==> config.mk <==
export PLATFORM = sky130hd
export DESIGN_NAME = meva_ctrl
export DESIGN_NICKNAME = d
export VERILOG_FILES = /design/src/hw/rtl/meva_pkg.sv /design/src/hw/rtl/meva_ctrl.sv
export SDC_FILE = /design/constraint.sdc
export NUM_CORES = 1
export LEC_CHECK = 0
export BUFFER_PORTS_ARGS = -buffer_cell sky130_fd_sc_hd__clkbuf_2
export CAP_MARGIN = 0
export CORE_MARGIN = 2
export CORE_UTILIZATION = 25
export DETAILED_ROUTE_END_ITERATION = 8
export PLACE_DENSITY = 0.48
export SLEW_MARGIN = 20
export SYNTH_ARGS = -nofsm -noshare
export SYNTH_HDL_FRONTEND = slang
export SYNTH_SLANG_ARGS = --single-unit
==> constraint.sdc <==
create_clock -name clock -period 2 [get_ports clock]
set_clock_uncertainty 0.1 [all_clocks]
set_input_delay 0.1 -clock clock [delete_from_list [all_inputs] [get_ports clock]]
set_output_delay 0.1 -clock clock [all_outputs]
set_load 0.005 [all_outputs]
==> src/hw/rtl/meva_pkg.sv <==
// ---------------------------------------------------------------------------
// Mean entropy / variance accumulator package
// Shared types and fixed constants for the controller, datapath and divider.
// ---------------------------------------------------------------------------
package meva_pkg;

   localparam int LOG_FRAC    = 24;
   localparam int LOG_CNT_W   = 5;
   localparam int TOTAL_W     = 48;
   localparam int OUT_W       = 24;
   localparam int CNT_W       = 16;
   localparam int MODE_W      = 2;
   localparam int GCOUNT_W    = 5;
   localparam int CSR_IDX_W   = 2;
   localparam int CSR_DATA_W  = 16;
   localparam logic [31:0] LN2_Q32 = 32'd2977044472;

   localparam logic [MODE_W-1:0] MODE_ENTROPY  = 2'd0;
   localparam logic [MODE_W-1:0] MODE_VARIANCE = 2'd1;
   localparam logic [MODE_W-1:0] MODE_BOTH     = 2'd2;

   localparam logic [CSR_IDX_W-1:0] REG_MODE       = 2'd0;
   localparam logic [CSR_IDX_W-1:0] REG_GENOTYPES  = 2'd1;
   localparam logic [CSR_IDX_W-1:0] REG_INDIVIDUALS = 2'd2;
   localparam logic [CSR_IDX_W-1:0] REG_POSITIONS  = 2'd3;

   typedef enum logic [3:0] {
      ST_IDLE, ST_LOG, ST_LN, ST_PLN, ST_ACC, ST_VSQ, ST_VACC, ST_DIVE, ST_DIVV, ST_FIN
   } state_type;

   typedef struct packed {
      logic load;
      logic log_step;
      logic ln_mul;
      logic pln_mul;
      logic acc;
      logic vsq;
      logic vacc;
      logic div_start;
      logic div_sel;
      logic ent_latch;
      logic res_load;
   } cmd_type;

   typedef struct packed {
      logic geno_end;
      logic ind_end;
      logic div_busy;
      logic rsp_full;
   } status_type;

endpackage

==> src/hw/rtl/meva_ctrl.sv <==
// ---------------------------------------------------------------------------
// Accumulator controller
// Sequences the log, multiply, accumulate and divide steps of each transaction.
// ---------------------------------------------------------------------------
module meva_ctrl import meva_pkg::*; (
   input  logic       clock,
   input  logic       reset,
   input  logic       req_valid,
   output logic       req_ready,
   input  status_type status,
   output cmd_type    cmd
);
   state_type state_ff, state_in;
   logic [LOG_CNT_W-1:0] iter_ff, iter_in;

   always_comb begin
      state_in = state_ff;
      unique case (state_ff)
         ST_IDLE: if (req_valid) state_in = ST_LOG;
         ST_LOG:  if (iter_ff == LOG_CNT_W'(LOG_FRAC - 1)) state_in = ST_LN;
         ST_LN:   state_in = ST_PLN;
         ST_PLN:  state_in = ST_ACC;
         ST_ACC:  state_in = status.geno_end ? ST_VSQ : ST_IDLE;
         ST_VSQ:  state_in = ST_VACC;
         ST_VACC: state_in = status.ind_end ? ST_DIVE : ST_IDLE;
         ST_DIVE: if (!status.div_busy) state_in = ST_DIVV;
         ST_DIVV: if (!status.div_busy) state_in = ST_FIN;
         ST_FIN:  if (!status.rsp_full) state_in = ST_IDLE;
         default: state_in = ST_IDLE;
      endcase
   end

   always_comb begin
      cmd       = '0;
      req_ready = 1'b0;
      iter_in   = '0;
      unique case (state_ff)
         ST_IDLE: begin
            req_ready = 1'b1;
            cmd.load  = req_valid;
         end
         ST_LOG: begin
            cmd.log_step = 1'b1;
            iter_in      = iter_ff + 1'b1;
         end
         ST_LN:  cmd.ln_mul  = 1'b1;
         ST_PLN: cmd.pln_mul = 1'b1;
         ST_ACC: cmd.acc     = 1'b1;
         ST_VSQ: cmd.vsq     = 1'b1;
         ST_VACC: begin
            cmd.vacc      = 1'b1;
            cmd.div_start = status.ind_end;
         end
         ST_DIVE: begin
            cmd.ent_latch = !status.div_busy;
            cmd.div_start = !status.div_busy;
            cmd.div_sel   = 1'b1;
         end
         ST_DIVV: ;
         ST_FIN: cmd.res_load = !status.rsp_full;
         default: ;
      endcase
   end

   always_ff @(posedge clock) begin
      iter_ff <= iter_in;
      if (reset) begin
         state_ff <= ST_IDLE;
      end else begin
         state_ff <= state_in;
      end
   end

   assert property (@(posedge clock) disable iff (reset)
      state_ff == ST_LOG |-> iter_ff < LOG_CNT_W'(LOG_FRAC))
      else $error("log iteration count overran");
   assert property (@(posedge clock) disable iff (reset)
      cmd.div_start |=> status.div_busy)
      else $error("divider did not start");
   assert property (@(posedge clock) disable iff (reset)
      state_ff == ST_FIN && !status.rsp_full |=> status.rsp_full)
      else $error("result was not registered");
endmodule

======== After elaboration in Yosys (flattened, before gate mapping) ========
Cells that the tools add are included.
storage, ports and cells
  register bits ........................... 9
  logic and storage cells ................. 41
cells by class
  $add $sub $neg .......................... 1
  equal/unequal tests ..................... 15
  multiplexer cells ....................... 19
  reductions and logical operators ........ 4
operator list
  operator               count
  $pmux W4 S10           1
  $mux W4                5
  $eq A4 B3 Y1 const B   4
  $ne A2 B2 Y1 const B   5
  $mux W1                9
  $eq A4 B2 Y1 const B   2
  $eq A4 B4 Y1 const B   2
  $mux W3                2
  $add A5 B1 Y5 const B  1
  $eq A5 B5 Y1 const B   1
  $reduce_and A5 Y1      1
  $eq A4 B1 Y1 const B   1
  $logic_not A4 Y1       1
  $logic_not A1 Y1       2
  $mux W2                1
  $pmux W1 S2            1

======== Logic depth before layout (Yosys ltp) ========
Gate-level depths: netlist (run 1).
  word-level depth ........................ 3
  mapped depth ............................ 5

======== Worst setup path before layout (run 1) ========
OpenSTA, ideal clock, no wires.
  kind .................................... reg-to-reg
  start ................................... register state_ff[2]
  end ..................................... register state_ff[1]
  library setup time ...................... 86 ps
  arrival ................................. 1510 ps
  required time ........................... 1814 ps
  slack ................................... 305 ps
  stages on the path, launching flop included .. 6
  buffers on the path ..................... 1
  cells stage by stage .................... dfxtp_1 or4b_1 buf_2 or2_1 and3_4 a211oi_1
between the ends
  cells in the longest elaborated chain, start to end .. 3
  elaborated cells on any way between the ends .. 17
  classes of those cells .................. eq/ne: 14; mux: 1; reduce/logical: 2
RTL lines
  what                                        RTL line         RTL
  start, declared                             meva_ctrl.sv:13  state_type state_ff, state_in;
  start signal, assigned                      meva_ctrl.sv:70  state_ff <= state_in;
  $eq A4 B1 Y1, or another cell as far along  meva_ctrl.sv:18  unique case (state_ff)
  $ne A2 B2 Y1 (no line)                      -
  $reduce_and A5 Y1 (no line)                 -
Parallel ways exist; a longest one is shown, timed or not.
A chain may end at the register's enable or synchronous reset.

==> results of run 1 <==
-- kinds of logic (layout without fill, tap and decap cells) --
logic type      after synthesis  after routing  share of synthesized area [%]
simple gates                 42             42                           38.4
compound gates               15             15                           15.9
buf+inv                      11             35                           6.91
flops                         9              9                           29.3
xor+xnor                      3              3                           4.27
mux                           2              2                           3.25
fa+ha+maj                     1              1                           2.03
-- worst max-delay path by stage --
stage / endpoint / slack (ns) / depth (start not counted)
after floorplan: state_ff[1] / 0.30 / 5
after global placement: state_ff[1] / 0.35 / 4
after detailed placement: state_ff[1] / 0.33 / 4
after CTS: cmd[3] / 0.11 / 5
after global routing: cmd[3] / 0.02 / 5
final: cmd[3] / 0.18 / 5
-- cell usage after synthesis, drive strengths merged --
cell type,n
a2111oi,1
a211oi,2
a21oi,3
a221oi,1
and2,3
and3,2
and3b,1
and4b,2
buf,1
clkbuf,5
dfxtp,9
ha,1
inv,5
mux2i,2
nand2,3
nand2b,3
nand3,3
nor2,12
nor2b,1
nor3,6
nor3b,1
nor4,2
nor4b,1
o211ai,1
o21ai,5
o221ai,1
o31a,1
or2,1
or4b,1
xnor2,1
xor2,2
-- per-stage QoR --
stage | util, % | power (uW) | setup slack (ns) | cell area [um^2] | instances
6_report | 35.5 | 1050 | 0.177 | 807 | 135
5_1_grt | 35.5 | 1160 | 0.0154 | 807 | 135
4_1_cts | 35.4 | 1060 | 0.108 | 806 | 135
3_5_place_dp | 33.8 | 917 | 0.326 | 769 | 130
3_3_place_gp | 33.8 | 919 | 0.348 | 769 | 130
2_1_floorplan | - | 693 | 0.305 | 616 | 83
-- cells in the final DEF (no fill, tap or decap), types with 2 or more instances in the layout --
cell type  Yosys  layout
clkbuf_2       0      18
nor2_1        12      12
dfxtp_1        9       9
buf_4          0       7
nor3_1         6       6
inv_1          5       5
o21ai_0        5       5
nand2_1        3       3
nand2b_1       3       3
and2_1         3       3
a21oi_1        3       3
nand3_1        3       3
clkbuf_4       0       3
and4b_1        2       2
nor4_1         2       2
a211oi_1       2       2
xor2_1         2       2
mux2i_1        2       2
-- worst max-delay path, cell delays in order (launching register included) --
cell and delay (ns):
dfxtp_1 0.32, buf_4 0.17, inv_1 0.17, nand2_1 0.15, a2111oi_1 0.39, clkbuf_2 0.18
-- routing by layer --
layer | wire [um] | track usage [%] | up-vias
met2 | 687 | 16.5 | 8
met5 | 0 | 0 | -
met3 | 41 | 5.00 | 0
met1 | 711 | 16.8 | 304
li1 | - | - | 344
met4 | 0 | 2.56 | 0
-- registers in the layout, indices dropped and copies added (netlist names) --
signal / flops
state_ff: 4
iter_ff: 5
-- repair_timing --
| action | 4_1_cts | 5_1_grt |
|---|---|---|
| hold buffers | 1 | 0 |
| endpoints found under the setup margin | 0 | 1 |
| endpoints found under the hold margin | 1 | 0 |
| resized for setup | 0 | 1 |
-- power groups by stage --
stage	Clock [uW]	Combinational (uW)	Sequential (uW)
CTS	141	655	264
detailed placement	0	650	267
global placement	0	653	266
global route	153	735	273
floorplan	0	428	264
finish	137	651	263
-- cell type report --
class,count,area (um^2)
Fill cell,250,1470
Multi-Input combinational cell,63,394
Sequential cell,9,180
Timing Repair Buffer,26,153
Tap cell,28,35.0
Clock buffer,4,26.3
Inverter,5,18.8
==> run metrics, run 1 <==
status=finished, final reports clean; TritonCTS Buffers=3; Mapped Area=616 um^2; Setup Viol. Count Final=0; Clk Latency, worst-skew pair=0.26 ns; Avg Cell Area, Syn=7.42 um^2; # nets final=116; core area=2280 um^2; Avg Vias per Cell=4.86; Fin Setup TNS=0 ns; Sw Pwr=442 uW; GRT Residual Overflow=0; worst min path class=input port to flip-flop; pin count of the biggest net entering global routing=16; area delta synth->final=31.1%; Post-CTS Setup Bufs=0; sequential share of the synthesized area=between 20 and 30%; CTS tree=yes; Yosys top cell area share=29.3%; static leakage=0.000366 uW; CTS Sinks=9; fin crit share=91.2%; Hold Crit Depth=3; power density cells=approximately 1300 nW/um^2; worst rel slew slack=78.1%; Crit path required time=1.80 ns; vias in the first global route=558; H-tree levels=1; Ant. Diodes=0; Die Width=53.6 um; crit path launch=state_ff[3]; routed len/inst=10.7 um; first-pass GRT wire length=2.48 mm; vias=656; Root Driver=clkbuf_4; RePlAce Congestion=0.783; worst reg2reg setup slack=about 0.35 ns; Reg clk slew, reported paths=0.05 ns; minimum clock period=1.82 ns; Worst VDD drop=0.457 mV; switch share=between 40% and 50%; Critical Path Source Type=flip-flop; Synth Register Bits=9; max-slew violation count=0; combinational share of power=62.0%; Hold EP=state_ff[3]; num ports=19; power share of the sequential group=between 20 and 30%; GR Util All Layers=11.8%; hold path start=status[0]; length of the first detailed-routing pass in iterations=4; initial antenna violation count=0; Clock Path Buffers=2; clock share of power=between 10% and 20%; Worst EP arrival=1.62 ns; cell taking the most area after synthesis=dfxtp_1; Initial Util=a little over a quarter; CP Class=flip-flop to primary output; Iter 0 DRT Violations=21; Rows=17; Post-Syn Instances=83; post-route ant nets=0; largest cells by area after synthesis=dfxtp_1 (29%), nor2_1 (7.3%), nor3_1 (4.9%); DP Wirelength=1.11 mm; PortBufs=18; hold slack=0.146 ns; distinct cell type count after synthesis=32; syn nets=91; die height=roughly 54 um; R2R depth=4; routed wire length=1.44 mm; Worst R2R Start=state_ff[3]; Max Cap Violations=0; Slew @ Worst Pin=between 0.3 and 0.4 ns; critical path endpoint category=primary output; DRC viols=0; Reg2Reg Capture Point=state_ff[1]; synth warn=0; RSZ-0062 raised after global routing=false; share of cells above drive strength 1=27.1%; final hold violation count=0; CP Max Fanout=10; internal power=~600 uW; Fmax=548 MHz; Die Area=2880 um^2
(Power assumes the default switching activity.)
==> run 2, diff against run 1 <==
RECOVER_POWER = 50   (was unset)
==> run 2 against run 1 <==
Total power shrank 1.6%. Via count grew 0.61%. Critical path depth is the same. Clock power is essentially flat. Combinational power shrank 3%. Count of clock-buffer cells in the layout is the same. Register-to-register slack lost 0.09 ns. Hold slack lost 0.0024 ns. Sequential share of layout area grew 0.21 points. Final cell count is the same. Maximum frequency is essentially flat. Global-route usage is the same. Highest routed layer unchanged.
==> run metrics, run 2 (synthesized netlist as in run 1, its figures left out) <==
vias=660; Clk Latency, worst-skew pair=between 0.2 and 0.3 ns; Initial Util=roughly 27%; critical path endpoint category=primary output; total power=1030 uW; static leakage=roughly 0.00036 uW; Reg clk slew, reported paths=0.06 ns; RSZ-0062 raised after global routing=false; routed len/inst=10.5 um; Inst Count DP=130; final hold violation count=0; length of the first detailed-routing pass in iterations=4; Iter 0 DRT Violations=21; Rows=17; PortBufs=18; worst rel slew slack=around 75%; Avg Vias per Cell=4.89; Die Area=2880 um^2; largest registers=iter_ff: 5 flops, state_ff: 4 flops; CP Max Fanout=10; fin crit share=roughly 91%; Crit path required time=1.80 ns; Fin Setup TNS=0 ns; Worst EP arrival=roughly 1.6 ns; core area=2280 um^2; most frequent cells in the layout=clkbuf_2 (18), nor2_1 (12), dfxtp_1 (9); DRC viols=0; commonest non-fill, non-tap cell in the layout=clkbuf_2; GRT Residual Overflow=0; RePlAce Congestion=0.783; max-slew violation count=0; power density cells=1290 nW/um^2; worst min path class=input port to flip-flop; first-pass GRT wire length=~2.5 mm; CP Class=flip-flop to primary output; die height=53.6 um; minimum clock period=1.82 ns; pin count of the biggest net entering global routing=16; share of cells above drive strength 1=25.2%; CTS tree=yes; Worst VDD drop=0.456 mV; Die Width=between 50 and 60 um; status=finished, final reports clean; H-tree levels=1; # nets final=116; Critical Path Source Type=flip-flop; Fmax=548 MHz; initial antenna violation count=0; Largest register FFs=5; Max Cap Violations=0; GR Util All Layers=between 10% and 20%; Setup Viol. Count Final=0; area delta synth->final=29.9%; Ant. Diodes=0; TritonCTS Buffers=3; DP Wirelength=around 1.1 mm; register with the most flip-flops=iter_ff; Root Driver=clkbuf_4; Non-Filler Instances=135; Clock Path Buffers=2; routed wire length=1.42 mm; vias in the first global route=about 560; CTS Sinks=9; num ports=19; Finished Cell Area=800 um^2; post-route ant nets=0; Slew @ Worst Pin=0.380 ns; Finished Core Util=35.1%; area post-placement=between 700 and 800 um^2
[run 2: cell count changes in the layout (fill, tap and decap cells not counted)]
cell | previous run | this run
buf_4 | 7 | 5
clkbuf_1 | 1 | 3
[run 2: critical path: stages, from the launching register on]
cell       delay (ns)
dfxtp_1          0.32
buf_4            0.17
inv_1            0.16
nand2_1          0.15
a2111oi_1        0.39
clkbuf_2         0.18
[run 2: layout make-up]
| cell class | count | area (um^2) |
|---|---|---|
| timing repair buffer | 26 | 145 |
| clock buffer | 4 | 26.3 |
| multi-input combinational | 63 | 394 |
| inverter | 5 | 18.8 |
| tap | 28 | 35.0 |
| sequential | 9 | 180 |
| fill | 252 | 1480 |
[run 2: per-layer routing]
metal  up-vias  routed length (um)  GRT usage (%)
met5         -                   0              0
met4         0                   0           2.56
met3         0                  45           5.00
met2         8                 690           16.5
met1       308                 682           16.8
li1        344                   -              -
[run 2: per-stage QoR]
stage / setup slack [ns] / hold WS (ns)
3_5_place_dp: 0.326 / 0.218
3_3_place_gp: 0.348 / 0.216
5_1_grt: 0.0154 / 0.159
2_1_floorplan: 0.305 / 0.0787
4_1_cts: 0.108 / 0.147
6_report: 0.177 / 0.144
[run 2: power by group]
| part | internal [uW] | switching, uW | total, uW |
|---|---|---|---|
| Sequential | 230 | 32.7 | 263 |
| Combinational | 287 | 347 | 634 |
| Clock | 76.7 | 60.1 | 137 |
[run 2: path summary, 6_finish.rpt]
check	to	from	cells past startpoint	slack, ns
worst max-delay path	cmd[3]	state_ff[3]	5	0.18
worst min-delay path	state_ff[3]	status[0]	3	0.14
worst max register to register	state_ff[3]	state_ff[0]	5	0.26
worst min register to register	iter_ff[0]	iter_ff[0]	1	0.35
[run 2: what timing repair did]
action | 4_1_cts | 5_1_grt
hold endpoints to repair | 1 | 0
setup buffers | 0 | 0
resized for setup | 0 | 1
endpoints found under the setup margin | 0 | 1
hold buffers | 1 | 0
==> run 3, diff against run 2 <==
PLACE_DENSITY = 0.47   (was 0.48)
==> run 3 against run 2 <==
Global-route usage is 0.17 points lower. Routed wire length is 1.9% higher. Count of clock-buffer cells in the layout stayed put. Final cell count is 1.5% lower. Sequential power is 19% higher. Core utilization is 0.71 points lower.
==> run metrics, run 3 (synthesized netlist as in run 1, its figures left out) <==
switch share=43.6%; multi-input combinational cell area=just under 400 um^2; Reg clk slew, reported paths=0.06 ns; RePlAce Congestion=0.745; Clk Latency, worst-skew pair=about 0.25 ns; Worst R2R Start=state_ff[0]; vias=642; Rows=17; Clock Path Buffers=2; Avg Vias per Cell=~4.8; crit-path cells=clkbuf_1 > inv_1 > a2111oi_1 > clkbuf_2; Slew @ Worst Pin=0.389 ns; Sw Pwr=about 440 uW; max incr delay on CP=0.49 ns; length of the first detailed-routing pass in iterations=4; worst min path class=input port to flip-flop; CP Max Fanout=9; Worst EP arrival=1.69 ns; Fmax=between 500 and 600 MHz; clock share of power=13.4%; share of cells above drive strength 1=22.9%; worst rel slew slack=between 70% and 80%; Reg2Reg Capture Point=state_ff[1]; die height=approximately 54 um; initial antenna violation count=0; Fin Setup TNS=0 ns; area delta synth->final=27.2%; commonest non-fill, non-tap cell in the layout=clkbuf_2; Iter 0 DRT Violations=16; status=finished, final reports clean; Finished Cell Area=783 um^2; critical path's slowest cell=dfxtp_1; static leakage=between 0.0003 and 0.0004 uW; Largest register FFs=5; Max Cap Violations=0; Die Area=2880 um^2; DRC viols=0; FF/Latch Area=180 um^2; # nets final=114; Hold EP=state_ff[3]; Initial Util=27.0%; Die Width=around 54 um; H-tree levels=1; num ports=19; R2R depth=4; Buf/Inv on CP=3; RSZ-0062 raised after global routing=false; post-route ant nets=0; Worst VDD drop=0.451 mV; Critical Path Source Type=flip-flop; routed len/inst=10.9 um; power share of the sequential group=31.0%; combinational share of power=55.6%; routed wire length=1.45 mm; minimum clock period=1.89 ns; Crit path required time=1.80 ns; final hold violation count=0; GR Util All Layers=11.7%; CTS tree=yes; DP Wirelength=between 1 and 1.5 mm; Layout fillers=248; Setup Viol. Count Final=0; area post-placement=754 um^2; register with the most flip-flops=iter_ff; core area=2280 um^2; PortBufs=18; CP Class=flip-flop to primary output; pin count of the biggest net entering global routing=12; Ant. Diodes=0; power density cells=1290 nW/um^2; max-slew violation count=0; Root Driver=clkbuf_4; TritonCTS Buffers=3; hold path start=status[0]; largest registers=iter_ff: 5 flops, state_ff: 4 flops; CTS Sinks=9; vias in the first global route=547; Hold Crit Depth=3; GRT Residual Overflow=0; most frequent cells in the layout=clkbuf_2 (17), nor2_1 (12), dfxtp_1 (9); fin crit share=94.7%; critical path endpoint category=primary output; crit path launch=state_ff[1]; first-pass GRT wire length=between 2 and 2.5 mm; CP delay by family, top=buffers and inverters; internal power=571 uW; worst reg2reg setup slack=approximately 0.23 ns
run 3: timing repair:
action / 4_1_cts / 5_1_grt
hold buffers: 1 / 0
setup buffers: 0 / 0
resized for setup: 0 / 1
setup endpoints to repair: 0 / 1
hold endpoints to repair: 1 / 0
run 3: through the flow:
stage | total power (uW) | cells | util, % | hold WS (ns) | setup WS, ns
floorplan | 693 | 83 | - | 0.0787 | 0.305
global placement | 895 | 128 | 33.2 | 0.225 | 0.243
detailed placement | 892 | 128 | 33.2 | 0.216 | 0.246
CTS | 1040 | 133 | 34.7 | 0.146 | 0.0768
global route | 1120 | 133 | 34.4 | 0.212 | 0.00767
finish | 1010 | 133 | 34.4 | 0.161 | 0.106
run 3: final cells by class:
cell class,count,area share [%]
multi-input combinational,63,50.3
sequential,9,23.0
tap,28,4.47
inverter,5,2.40
clock buffer,4,3.35
timing repair buffer,24,16.5
run 3: power by group through the flow:
stage | Sequential, uW | Combinational, uW | Clock, uW
2_1_floorplan | 264 | 428 | 0
4_1_cts | 312 | 579 | 145
3_3_place_gp | 319 | 576 | 0
3_5_place_dp | 317 | 575 | 0
6_report | 314 | 562 | 136
5_1_grt | 328 | 642 | 153
run 3: worst max-delay path by stage:
stage | endpoint | slack, ns | cells after the start
global route | cmd[3] | 0.008 | 4
global placement | state_ff[1] | 0.24 | 4
finish | cmd[3] | 0.11 | 4
detailed placement | state_ff[2] | 0.25 | 4
floorplan | state_ff[1] | 0.30 | 5
CTS | cmd[3] | 0.08 | 5
run 3: layer usage:
| layer | share of wire (%) | up-vias | routed length, um | global-route usage, % |
|---|---|---|---|---|
| met1 | 51 | 288 | 737 | 16.4 |
| met2 | 45 | 13 | 656 | 17.1 |
| met5 | 0 | - | 0 | 0 |
| met4 | 0 | 0 | 0 | 1.28 |
| li1 | - | 341 | - | - |
| met3 | 3.5 | 0 | 51 | 5.00 |
run 3: worst register-to-register path: stages, from the launching register on:
cell and delay, ns:
dfxtp_1 0.50, or4b_1 0.48, or2_1 0.27, and3_4 0.16, a211oi_1 0.18
