## config.mk

```make
export PLATFORM = sky130hd
export DESIGN_NAME = meva_div
export DESIGN_NICKNAME = d
export VERILOG_FILES = /design/src/hw/rtl/meva_pkg.sv /design/src/hw/rtl/meva_div.sv
export SDC_FILE = /design/constraint.sdc
export NUM_CORES = 1
export LEC_CHECK = 0
export BUFFER_PORTS_ARGS = -buffer_cell sky130_fd_sc_hd__buf_2
export CAP_MARGIN = 20
export CORE_UTILIZATION = 59
export CTS_BUF_LIST = sky130_fd_sc_hd__clkbuf_2
export DETAILED_ROUTE_END_ITERATION = 6
export MAX_ROUTING_LAYER = met4
export PLACE_DENSITY = 0.88
export SLEW_MARGIN = 20
export SYNTH_ARGS = -nofsm -noshare
export SYNTH_HDL_FRONTEND = slang
export SYNTH_SLANG_ARGS = --single-unit
```

## constraint.sdc

```tcl
create_clock -name clock -period 7.25 [get_ports clock]
set_input_delay 0.725 -clock clock [delete_from_list [all_inputs] [get_ports clock]]
set_output_delay 0.725 -clock clock [all_outputs]
set_load 0.005 [all_outputs]
```

## src/hw/rtl/meva_pkg.sv

```systemverilog
// ---------------------------------------------------------------------------
// Mean entropy / variance accumulator package
// Shared types and fixed constants for the controller, datapath and divider.
// ---------------------------------------------------------------------------
package meva_pkg;

   localparam int LOG_FRAC    = 24;
   localparam int LOG_CNT_W   = 5;
   localparam int TOTAL_W     = 48;
   localparam int OUT_W       = 24;
   localparam int CNT_W       = 16;
   localparam int MODE_W      = 2;
   localparam int GCOUNT_W    = 5;
   localparam int CSR_IDX_W   = 2;
   localparam int CSR_DATA_W  = 16;
   localparam logic [31:0] LN2_Q32 = 32'd2977044472;

   localparam logic [MODE_W-1:0] MODE_ENTROPY  = 2'd0;
   localparam logic [MODE_W-1:0] MODE_VARIANCE = 2'd1;
   localparam logic [MODE_W-1:0] MODE_BOTH     = 2'd2;

   localparam logic [CSR_IDX_W-1:0] REG_MODE       = 2'd0;
   localparam logic [CSR_IDX_W-1:0] REG_GENOTYPES  = 2'd1;
   localparam logic [CSR_IDX_W-1:0] REG_INDIVIDUALS = 2'd2;
   localparam logic [CSR_IDX_W-1:0] REG_POSITIONS  = 2'd3;

   typedef enum logic [3:0] {
      ST_IDLE, ST_LOG, ST_LN, ST_PLN, ST_ACC, ST_VSQ, ST_VACC, ST_DIVE, ST_DIVV, ST_FIN
   } state_type;

   typedef struct packed {
      logic load;
      logic log_step;
      logic ln_mul;
      logic pln_mul;
      logic acc;
      logic vsq;
      logic vacc;
      logic div_start;
      logic div_sel;
      logic ent_latch;
      logic res_load;
   } cmd_type;

   typedef struct packed {
      logic geno_end;
      logic ind_end;
      logic div_busy;
      logic rsp_full;
   } status_type;

endpackage

```

## src/hw/rtl/meva_div.sv

```systemverilog
// ---------------------------------------------------------------------------
// Restoring divider
// Unsigned division, one quotient bit per cycle.
// ---------------------------------------------------------------------------
module meva_div import meva_pkg::*; #(
   parameter int DW = 48,
   parameter int VW = 16
) (
   input  logic          clock,
   input  logic          reset,
   input  logic          start,
   input  logic [DW-1:0] dividend,
   input  logic [VW-1:0] divisor,
   output logic          busy,
   output logic [DW-1:0] quotient
);
   localparam int CW = $clog2(DW + 1);

   logic [DW-1:0] quo_ff, quo_in;
   logic [VW-1:0] rem_ff, rem_in;
   logic [VW-1:0] dsr_ff, dsr_in;
   logic [CW-1:0] cnt_ff, cnt_in;
   logic          busy_ff, busy_in;
   logic [VW:0]   trial;

   always_comb begin
      quo_in  = quo_ff;
      rem_in  = rem_ff;
      dsr_in  = dsr_ff;
      cnt_in  = cnt_ff;
      busy_in = busy_ff;
      trial   = {rem_ff, quo_ff[DW-1]};
      if (start) begin
         quo_in  = dividend;
         rem_in  = '0;
         dsr_in  = divisor;
         cnt_in  = '0;
         busy_in = 1'b1;
      end else if (busy_ff) begin
         if (trial >= {1'b0, dsr_ff}) begin
            rem_in = VW'(trial - {1'b0, dsr_ff});
            quo_in = {quo_ff[DW-2:0], 1'b1};
         end else begin
            rem_in = trial[VW-1:0];
            quo_in = {quo_ff[DW-2:0], 1'b0};
         end
         cnt_in = cnt_ff + 1'b1;
         if (cnt_ff == CW'(DW - 1)) begin
            busy_in = 1'b0;
         end
      end
   end

   always_ff @(posedge clock) begin
      quo_ff <= quo_in;
      rem_ff <= rem_in;
      dsr_ff <= dsr_in;
      cnt_ff <= cnt_in;
      if (reset) begin
         busy_ff <= 1'b0;
      end else begin
         busy_ff <= busy_in;
      end
   end

   assign busy     = busy_ff;
   assign quotient = quo_ff;
endmodule

```

## Word level (Yosys, flattened, before mapping)

Cells that the tools add are included.

| word-level totals | value |
|---|---|
| register bits | 87 |
| input bits | 67 |
| output and inout bits | 49 |
| logic and storage cells | 17 |

| operators by class | value |
|---|---|
| add/subtract/negate cells | 2 |
| $lt $le $gt $ge | 1 |
| equal/unequal tests | 1 |
| muxes and demuxes | 7 |
| reduce and logical (&&, ||, !) cells | 1 |

Operators by type and width:

| operator | count |
|---|---|
| $mux 48 | 2 |
| $ge 17x16->1 | 1 |
| $mux 16 | 1 |
| $sub 16x16->16 | 1 |
| $add 6x1->6 const B | 1 |
| $eq 6x6->1 const B | 1 |
| $mux 1 | 4 |
| $reduce_bool 2->1 | 1 |

## Logic depth before layout (Yosys ltp)

Gate-level depths: netlist of the first run.

| logic depth | value |
|---|---|
| depth in word-level cells | 4 |
| gate-level depth with buffers | 10 |
| gate-level depth less buffers | 9 |

## Worst setup path after synthesis of the first run

Ideal clock, no wire load.

| timing path | value |
|---|---|
| path kind | reg-to-reg |
| start point | register dsr_ff[6] |
| end point | register rem_ff[0] |
| library setup time | 86 ps |
| arrival | 2,297 ps |
| required time | 7,164 ps |
| path slack | 4,868 ps |
| cell stages (with the launch flop) | 10 |
| buffers on the path | 1 |
| clock period less this slack | 2,382 ps |
| cells stage by stage | edfxtp_1 inv_1 ha_1 buf_2 nand4_1 or4_1 and4_4 a31oi_4 mux2_2 a211oi_1 |

| between the ends | value |
|---|---|
| word-level cells in the longest chain between the ends | 2 |

RTL lines:

| what | line | source |
|---|---|---|
| start, declared | meva_div.sv:21 | `logic [VW-1:0] dsr_ff, dsr_in;` |
| start signal, assigned | meva_div.sv:57 | `dsr_ff <= dsr_in;` |
| $ge 17x16->1 | meva_div.sv:40 | `if (trial >= {1'b0, dsr_ff}) begin` |
| $mux 16 | meva_div.sv:40 |  |
| end signal, assigned | meva_div.sv:56 | `rem_ff <= rem_in;` |
| end, declared | meva_div.sv:20 | `logic [VW-1:0] rem_ff, rem_in;` |

Every way passes these cells.
A chain may end at the register's enable or synchronous reset.

## Worst setup path after layout of the first run

| timing path | value |
|---|---|
| start point | register dsr_ff[9] |
| end point | register rem_ff[0] |

Same word-level chain as after synthesis.

==> impl_metrics.env, run 1 <==
export IMPL_clk_pin_slew_ns=0.25
export IMPL_ir_drop_v=0.0001296
export IMPL_ctsRootBufferMaster="clkbuf_2"
export IMPL_skew_ns=0.02666
export IMPL_synth_seq_area_share_pct=52.64
export IMPL_fin_crit_sh_pct=42.71
export IMPL_cts_resized=0
export IMPL_initial_core_util_pct=61.73
export IMPL_insertion_delay_ns=0.54
export IMPL_row_count=31
export IMPL_ctsHoldBuffers=0
export IMPL_worst_pin_slew_ns=1.018
export IMPL_ant_nets=0
export IMPL_critPathLaunchType="flip-flop"
export IMPL_hold_path_class="in2reg"
export IMPL_ys_seq_elements=87
export IMPL_routed_via_density=5.783
export IMPL_fin_total_pwr_mw=1.090
export IMPL_grt_pass1_vias=3270
export IMPL_nNetsFinal=579
export IMPL_grt_pass1_wl_um=15300
export IMPL_synth_cells=388
export IMPL_crit_path_max_incr_delay_ns=0.58
export IMPL_p_leak_nw=2.160
export IMPL_yosys_area_top_type_share_pct=42.47
export IMPL_routed_wirelength_um=10020
export IMPL_antenna_found_initial=0
export IMPL_cts_sinks=87
export IMPL_holdWs_ns=0.3145
export IMPL_status="complete, no violations"
export IMPL_cap_violations=0
export IMPL_die_w_um=89.58
export IMPL_dpl_hpwl_um=7100
export IMPL_crit_fanout=22
export IMPL_synth_distinct_cells=48
export IMPL_portBuffers=115
export IMPL_place_congestion=0.9186
export IMPL_num_vias=3458
export IMPL_postCtsSetupRepairBufs=0
export IMPL_crit_path_end_kind="flip-flop"
export IMPL_cts_tree="built"
export IMPL_finalWorstPathRequiredPeriod_ns=3.096
export IMPL_syn_num_nets=473
export IMPL_antenna_cells=0
export IMPL_final_hold_violation_count=0
export IMPL_synth_edff_count=64
export IMPL_rsz0062_at_grt="no"
export IMPL_ys_warn_count=0
export IMPL_tns_ns=0
export IMPL_remaining_drc_errors=0
export IMPL_setup_viol=0
export IMPL_firstDrtPassIters=5
export IMPL_drive_above_1_share_pct=36.87
export IMPL_dieArea_mm2=0.008025
export IMPL_area_growth_pct=15.68
export IMPL_synth_top_cell_by_area="edfxtp_1"
export IMPL_arrival_ns=3.56
export IMPL_fmax_mhz=323.0
export IMPL_p_per_area_mw_per_mm2=208.1
export IMPL_maxSlewViolCount=0
export IMPL_drt_iter0_drc=232
export IMPL_die_height_um=89.58
export IMPL_core_area_mm2=0.007331
export IMPL_final_util_pct=71.41
export IMPL_required_ns=7.71
export IMPL_io_pins=116
export IMPL_track_usage_pct=26.35
export IMPL_final_common_cell="buf_2"
export IMPL_fillers=530
export IMPL_crit_slowest_cell="a31oi_4"
export IMPL_cts_buffers=9
export IMPL_grt_max_degree=89
export IMPL_grt_ovfl_total=0
export IMPL_avgSynthCellArea_um2=11.66
export IMPL_maxSlewHeadroom_pct=32.11
export IMPL_clk_path_buf_depth=2
export IMPL_synth_area_leaders="edfxtp_1 (42%), mux2_2 (12%), dfxtp_1 (10%)"
export IMPL_async_flop_share_pct=0
export IMPL_routedWlPerCell_um=16.76
export IMPL_synth_main_ff_cell="edfxtp_1"
export IMPL_final_cell_mix="buf_2 (114), edfxtp_1 (64), mux2_2 (48)"
export IMPL_path_cells="inv_1 > ha_1 > nand4_1 > or4_1 > and4_4 > a31oi_4 > mux2_2 > a211oi_1"
export IMPL_critPathKind="reg2reg"
export IMPL_htree_levels=3
export IMPL_syn_area_mm2=0.004526
[layer usage]
metal / part of all wire (%) / routed length, µm / vias up / GRT usage, %
met5: 0 / 0 / - / -
met4: 2.4 / 244 / 0 / 9.668
met3: 5.9 / 596 / 30 / 5.850
met2: 50 / 5058 / 136 / 41.53
met1: 41 / 4123 / 1639 / 33.51
li1: - / - / 1653 / -
[layout make-up]
cell class	count	area, µm²	area share (%)
sequential	87	2382	45.51
multi-input combinational	258	1961	37.45
timing repair buffer	116	585.6	11.19
tap	99	123.9	2.366
inverter	22	82.58	1.577
clock inverter	7	55.05	1.052
clock buffer	9	45.04	0.8604
[worst max-delay path: cells and delay by family (launching register included)]
| kind | cells | cell delay (ns) |
|---|---|---|
| adder cells (fa/ha/maj) | 1 | 0.41 |
| AO/OA/AOI/OAI | 2 | 0.84 |
| multiplexers | 1 | 0.42 |
| flip-flops | 1 | 0.40 |
| AND/OR/NAND/NOR | 3 | 0.91 |
| buffers and inverters | 1 | 0.05 |
[Yosys cell counts, drive strengths merged (3+ instances only)]
master,instances
edfxtp,64
clkbuf,15
buf,6
nand2b,14
xor2,4
nand4,7
o21ai,15
a211oi,9
nand3,9
a21o,3
o311ai,3
nand2,18
nand3b,4
inv,22
dfxtp,23
xnor2,8
and3,3
nor2,30
nor3,3
ha,17
o21a,3
o21bai,3
mux2,48
a31oi,4
a311oi,5
a21oi,19
mux2i,6
[power by group]
group,leakage (nW),switching [mW],internal (mW)
clock network,0.0646,0.179,0.0498
logic,1.27,0.132,0.115
registers,0.829,0.0253,0.588
[registers in the layout (all words and copies together) (netlist names)]
name / flops
rem_ff: 16
busy: 1
cnt_ff: 6
dsr_ff: 16
quotient: 48
[cells by family (layout without fill, tap and decap cells)]
| family | after synthesis | after routing | synth area share, % |
|---|---|---|---|
| muxes | 54 | 54 | 13.27 |
| buffers and inverters | 43 | 154 | 4.092 |
| DFF | 87 | 87 | 52.64 |
| AOI/OAI and AO/OA | 77 | 77 | 11.69 |
| xor gates and xnor gates | 12 | 12 | 2.322 |
| adders and majority gates | 18 | 18 | 5.142 |
| and+or+nand+nor | 97 | 97 | 10.84 |
[per-stage QoR]
stage / std cells / setup slack (ns) / area [µm²]
3_3_place_gp: 582 / 4.353 / 5132
3_5_place_dp: 582 / 4.194 / 5132
5_1_grt: 598 / 4.045 / 5235
6_report: 598 / 4.154 / 5235
4_1_cts: 598 / 4.147 / 5233
2_1_floorplan: 388 / 4.868 / 4526
[final timing paths]
path / end / start / cells after the start / slack [ns]
max: rem_ff[0]$_SDFFE_PP0P_ / dsr_ff[9]$_DFFE_PP_ / 8 / 4.15
min reg2reg: cnt_ff[5]$_SDFFE_PP0P_ / cnt_ff[5]$_SDFFE_PP0P_ / 2 / 0.51
min: busy$_SDFF_PP0_ / reset / 2 / 0.31
max reg2reg: rem_ff[0]$_SDFFE_PP0P_ / dsr_ff[9]$_DFFE_PP_ / 8 / 4.15
Power figures use the tool's default switching activity.
==> run 2, diff against run 1 <==
--- a/config.mk
+++ b/config.mk
@@ -7,11 +7,11 @@
 export LEC_CHECK = 0
 export BUFFER_PORTS_ARGS = -buffer_cell sky130_fd_sc_hd__buf_2
 export CAP_MARGIN = 20
-export CORE_UTILIZATION = 59
+export CORE_UTILIZATION = 50
 export CTS_BUF_LIST = sky130_fd_sc_hd__clkbuf_2
 export DETAILED_ROUTE_END_ITERATION = 6
 export MAX_ROUTING_LAYER = met4
-export PLACE_DENSITY = 0.88
+export PLACE_DENSITY = 0.79
 export SLEW_MARGIN = 20
 export SYNTH_ARGS = -nofsm -noshare
 export SYNTH_HDL_FRONTEND = slang
==> constraint.sdc (replaced) <==
create_clock -name clock -period 2.6 [get_ports clock]
set_input_delay 0.26 -clock clock [delete_from_list [all_inputs] [get_ports clock]]
set_output_delay 0.26 -clock clock [all_outputs]
set_load 0.005 [all_outputs]
==> run 2 against run 1 <==
Wire length is 18% higher. Sequential share of layout area is 6.6 points lower. First-iteration DRC count is 3.4% lower. Die area is 18% higher. Global-route usage is 0.89 points lower. Sequential power grew to 2.8 times the previous value. Non-clock buffer count is 80 higher. Flip-flop and latch count stayed put. Hold slack worse by 0.10 ns. Combinational power grew to 3.4 times the previous value. Critical endpoint unchanged. Largest cell class unchanged. Largest power group unchanged.
==> impl_metrics.env, run 2 (synthesis gave the netlist of run 1 again) <==
export IMPL_portBuffers=115
export IMPL_finalWorstPathRequiredPeriod_ns=2.464
export IMPL_status="complete, no violations"
export IMPL_num_vias=3815
export IMPL_holdWs_ns=0.2115
export IMPL_reg2reg_from="dsr_ff[10]$_DFFE_PP_"
export IMPL_cts_buffers=9
export IMPL_routed_wirelength_um=11780
export IMPL_antenna_cells=0
export IMPL_drt_iter0_drc=224
export IMPL_die_height_um=97.14
export IMPL_nNetsFinal=659
export IMPL_required_ns=3.07
export IMPL_fin_crit_sh_pct=94.79
export IMPL_endpoint="rem_ff[0]$_SDFFE_PP0P_"
export IMPL_critPathKind="reg2reg"
export IMPL_r2r_cells=8
export IMPL_io_pins=116
export IMPL_remaining_drc_errors=0
export IMPL_place_area_mm2=0.005266
export IMPL_clkPwrFrac_pct=23.4
export IMPL_crit_fanout=9
export IMPL_placed_cells=604
export IMPL_final_cell_mix="buf_2 (115), dlygate4sd3_1 (65), edfxtp_1 (64)"
export IMPL_fmax_mhz=405.8
export IMPL_firstDrtPassIters=6
export IMPL_seqPwrFrac_pct=51.7
export IMPL_rsz0062_at_grt="no"
export IMPL_cts_sinks=87
export IMPL_dpl_hpwl_um=7305
export IMPL_ctsRootBufferMaster="clkbuf_2"
export IMPL_rr_endpoint="rem_ff[0]$_SDFFE_PP0P_"
export IMPL_clk_pin_slew_ns=0.26
export IMPL_cts_tree="built"
export IMPL_core_area_mm2=0.008721
export IMPL_p_comb_share_pct=24.9
export IMPL_die_w_um=97.14
export IMPL_crit_slowest_cell="or4_1"
export IMPL_crit_path_max_incr_delay_ns=0.51
export IMPL_setup_viol=0
export IMPL_maxSlewViolCount=0
export IMPL_largest_reg_flops=48
export IMPL_p_int_mw=2.313
export IMPL_worstHoldPathCells=1
export IMPL_worst_pin_slew_ns=0.6002
export IMPL_crit_path_end_kind="flip-flop"
export IMPL_hold_path_class="in2reg"
export IMPL_final_hold_violation_count=0
export IMPL_routedWlPerCell_um=17.14
export IMPL_fin_area_mm2=0.006120
export IMPL_p_per_area_mw_per_mm2=543.9
export IMPL_r2r_setup_slack_ns=0.14
export IMPL_arrival_ns=2.93
export IMPL_final_common_cell="buf_2"
export IMPL_antenna_found_initial=0
export IMPL_area_growth_pct=35.22
export IMPL_clk_path_buf_depth=2
export IMPL_ant_nets=0
export IMPL_grt_max_degree=49
export IMPL_track_usage_pct=25.46
export IMPL_instances_no_fill=687
export IMPL_row_count=34
export IMPL_startpoint="dsr_ff[10]$_DFFE_PP_"
export IMPL_insertion_delay_ns=0.56
export IMPL_fillers=610
export IMPL_path_cells="inv_1 > ha_4 > nand4_1 > or4_1 > and4_4 > a31oi_4 > mux2_2 > a211oi_1"
export IMPL_dieArea_mm2=0.009435
export IMPL_register_area_mm2=0.002382
export IMPL_grt_pass1_wl_um=18400
export IMPL_grt_ovfl_total=0
export IMPL_p_sw_mw=1.016
export IMPL_cap_violations=0
export IMPL_place_congestion=0.9470
export IMPL_p_sw_share_pct=30.52
export IMPL_fin_total_pwr_mw=3.328
export IMPL_initial_core_util_pct=51.89
export IMPL_htree_levels=3
export IMPL_ir_drop_v=0.0003615
export IMPL_maxSlewHeadroom_pct=59.93
export IMPL_skew_ns=0.03493
export IMPL_multi_input_area_mm2=0.002006
export IMPL_critPathLaunchType="flip-flop"
export IMPL_p_leak_nw=2.524
export IMPL_tns_ns=0
export IMPL_routed_via_density=5.553
export IMPL_drive_above_1_share_pct=35.23
export IMPL_grt_pass1_vias=3821
run 2: changes by cell type in the layout (fill, tap and decap cells not counted), sizes merged:
cell / before / now
dlygate4sd3: 0 / 65
buf: 116 / 131
clkinv: 3 / 1
bufinv: 0 / 1
clkinvlp: 1 / 2
run 2: what timing repair did:
item                                   4_1_cts  5_1_grt
resized for setup                            0       11
endpoints found under the hold margin       65        0
buffers inserted                             0        1
setup endpoints to repair                    0       16
hold buffers                                65        0
run 2: critical path: cells and delay by family, from the launching register on:
kind	cells	cell delay, ns
buffers and inverters	1	0.07
adders and majority gates	1	0.32
and+or+nand+nor	3	0.81
muxes	1	0.36
DFF	1	0.40
AOI/OAI and AO/OA	2	0.44
run 2: how the worst min path moves through the flow:
stage / start / endpoint / slack [ns]
final: start / dsr_ff[6]$_DFFE_PP_ / 0.21
after global placement: reset / busy$_SDFF_PP0_ / 0.42
after detailed placement: reset / busy$_SDFF_PP0_ / 0.42
after floorplan: reset / busy$_SDFF_PP0_ / 0.33
after global routing: start / dsr_ff[12]$_DFFE_PP_ / 0.20
after CTS: start / dsr_ff[12]$_DFFE_PP_ / 0.19
run 2: per-stage QoR:
step,utilization (%),worst slack (ns)
floorplan,-,0.2178
detailed placement,60.39,0.08412
finish,70.17,0.1355
global placement,60.39,0.1878
global route,70.17,0.01785
CTS,69.40,0.02659
run 2: cell type report:
class | instances | area share [%]
inverters | 22 | 1.349
multi-input cells | 258 | 32.77
repair buffers | 196 | 22.53
flip-flops and latches | 87 | 38.93
clock inverters | 7 | 1.472
well taps | 108 | 2.208
clock buffers | 9 | 0.7360
run 2: layer usage:
layer	track usage (%)	part of all wire (%)
met2	45.18	51
met3	3.957	6.2
met1	29.02	40
met4	9.414	2.6
met5	-	0
run 2: power groups by stage:
stage / registers [mW] / logic, mW / clock network (mW)
2_1_floorplan: 1.73 / 0.451 / 0
4_1_cts: 1.71 / 0.783 / 0.783
6_report: 1.72 / 0.829 / 0.778
5_1_grt: 1.74 / 0.900 / 0.840
3_5_place_dp: 1.74 / 0.704 / 0
3_3_place_gp: 1.73 / 0.683 / 0
==> run 3, diff against run 2 <==
--- a/config.mk
+++ b/config.mk
@@ -7,6 +7,7 @@
 export LEC_CHECK = 0
 export BUFFER_PORTS_ARGS = -buffer_cell sky130_fd_sc_hd__buf_2
 export CAP_MARGIN = 20
+export CORE_MARGIN = 2
 export CORE_UTILIZATION = 50
 export CTS_BUF_LIST = sky130_fd_sc_hd__clkbuf_2
 export DETAILED_ROUTE_END_ITERATION = 6
==> run 3 against run 2 <==
Flip-flop and latch count stayed put. First-iteration DRC count decreased by 24%. Clock skew grew 0.0027 ns. Utilization shrank 0.73 points. Critical path depth is 2 higher. Non-clock buffer count is the same. Critical path type unchanged. Critical endpoint is now rem_ff[10]$_SDFFE_PP0P_.
==> impl_metrics.env, run 3 (synthesis gave the netlist of run 1 again) <==
export IMPL_worst_pin_slew_ns=0.4343
export IMPL_remaining_drc_errors=0
export IMPL_ir_drop_v=0.0003441
export IMPL_routed_via_density=5.438
export IMPL_routed_wirelength_um=11270
export IMPL_final_common_cell="buf_2"
export IMPL_insertion_delay_ns=0.56
export IMPL_final_cell_mix="buf_2 (114), dlygate4sd3_1 (65), edfxtp_1 (64)"
export IMPL_crit_path_max_incr_delay_ns=0.41
export IMPL_critPathLaunchType="flip-flop"
export IMPL_status="complete, no violations"
export IMPL_clk_path_buf_depth=2
export IMPL_largest_reg_flops=48
export IMPL_cap_violations=0
export IMPL_path_cells="inv_1 > ha_1 > fa_1 > nand2b_1 > a211oi_1 > buf_4 > o21bai_1 > a21oi_1 > o21ai_0 > a311oi_1"
export IMPL_register_area_mm2=0.002382
export IMPL_routedWlPerCell_um=16.41
export IMPL_fin_total_pwr_mw=3.255
export IMPL_p_leak_nw=2.517
export IMPL_maxSlewViolCount=0
export IMPL_die_height_um=99.14
export IMPL_maxSlewHeadroom_pct=70.74
export IMPL_place_congestion=0.9125
export IMPL_antenna_found_initial=0
export IMPL_required_ns=3.07
export IMPL_placed_cells=605
export IMPL_crit_slowest_cell="edfxtp_1"
export IMPL_cts_sinks=87
export IMPL_critPathKind="reg2reg"
export IMPL_htree_levels=3
export IMPL_ctsRootBufferMaster="clkbuf_2"
export IMPL_firstDrtPassIters=4
export IMPL_skew_ns=0.03761
export IMPL_setup_viol=0
export IMPL_io_pins=116
export IMPL_dieArea_mm2=0.009828
export IMPL_portBuffers=115
export IMPL_p_per_area_mw_per_mm2=534.8
export IMPL_dpl_hpwl_um=7176
export IMPL_nNetsFinal=659
export IMPL_antenna_cells=0
export IMPL_arrival_ns=2.93
export IMPL_area_growth_pct=34.48
export IMPL_place_area_mm2=0.005274
export IMPL_grt_max_degree=45
export IMPL_multi_input_area_mm2=0.001981
export IMPL_holdWs_ns=0.07750
export IMPL_initial_core_util_pct=51.64
export IMPL_core_area_mm2=0.008763
export IMPL_grt_pass1_wl_um=18080
export IMPL_grt_pass1_vias=3838
export IMPL_hold_path_class="in2reg"
export IMPL_grt_ovfl_total=0
export IMPL_crit_fanout=3
export IMPL_fmax_mhz=406.3
export IMPL_drive_above_1_share_pct=34.72
export IMPL_cts_buffers=9
export IMPL_cts_tree="built"
export IMPL_crit_path_end_kind="flip-flop"
export IMPL_fin_area_mm2=0.006086
export IMPL_finalWorstPathRequiredPeriod_ns=2.461
export IMPL_die_w_um=99.14
export IMPL_final_hold_violation_count=0
export IMPL_fillers=606
export IMPL_row_count=34
export IMPL_drt_iter0_drc=171
export IMPL_clk_pin_slew_ns=0.25
export IMPL_ant_nets=0
export IMPL_track_usage_pct=23.84
export IMPL_fin_crit_sh_pct=94.66
export IMPL_instances_no_fill=687
export IMPL_num_vias=3736
run 3: cell count changes in the layout (fill, tap and decap cells not counted), sizes merged:
cell,delta
clkinv,+2
inv,-2
run 3: critical path: cells and delay by family, from the launching register on:
family                     cells  cell delay (ns)
AOI/OAI and AO/OA              5             0.90
adders and majority gates      2             0.63
DFF                            1             0.41
buffers and inverters          2             0.25
and+or+nand+nor                1             0.19
run 3: cell type report:
class,instances,area share (%)
inverters,22,1.357
well taps,108,2.220
flip-flops and latches,87,39.14
repair buffers,196,22.64
clock inverters,7,1.357
multi-input cells,258,32.55
clock buffers,9,0.7401
run 3: through the flow:
step           util (%)  setup slack (ns)  setup TNS [ns]
2_1_floorplan         -            0.2178               0
3_3_place_gp      60.18            0.1884               0
3_5_place_dp      60.18            0.1182               0
4_1_cts           69.06           0.03849               0
5_1_grt           69.45         -0.004309       -0.008289
6_report          69.45            0.1388               0
run 3: what timing repair did:
action / 4_1_cts / 5_1_grt
resized for setup: 0 / 7
endpoints found under the setup margin: 0 / 15
setup buffers: 0 / 1
hold buffers: 65 / 0
hold endpoints to repair: 65 / 0
run 3: path summary, 6_finish.rpt:
check | startpoint | end | slack, ns | cells after the start
max reg2reg | quotient[47]$_DFFE_PP_ | rem_ff[10]$_SDFFE_PP0P_ | 0.14 | 10
min reg2reg | rem_ff[15]$_SDFFE_PP0P_ | rem_ff[15]$_SDFFE_PP0P_ | 0.50 | 2
min | start | cnt_ff[1]$_SDFFE_PP0P_ | 0.08 | 2
max | quotient[47]$_DFFE_PP_ | rem_ff[10]$_SDFFE_PP0P_ | 0.14 | 10
run 3: routing by layer:
metal | part of all wire [%] | vias to the layer above | global-route usage (%) | wire length [µm]
li1 | - | 1817 | - | -
met2 | 49 | 143 | 38.88 | 5557
met3 | 5.7 | 23 | 5.130 | 642
met4 | 2.0 | 0 | 8.008 | 222
met5 | 0 | - | - | 0
met1 | 43 | 1753 | 29.70 | 4849
run 3: report_power, final:
group	switching, mW	internal [mW]	leakage, nW	total [mW]
sequential	0.0732	1.64	0.829	1.71
combinational	0.396	0.421	1.62	0.817
clock	0.494	0.231	0.0689	0.725
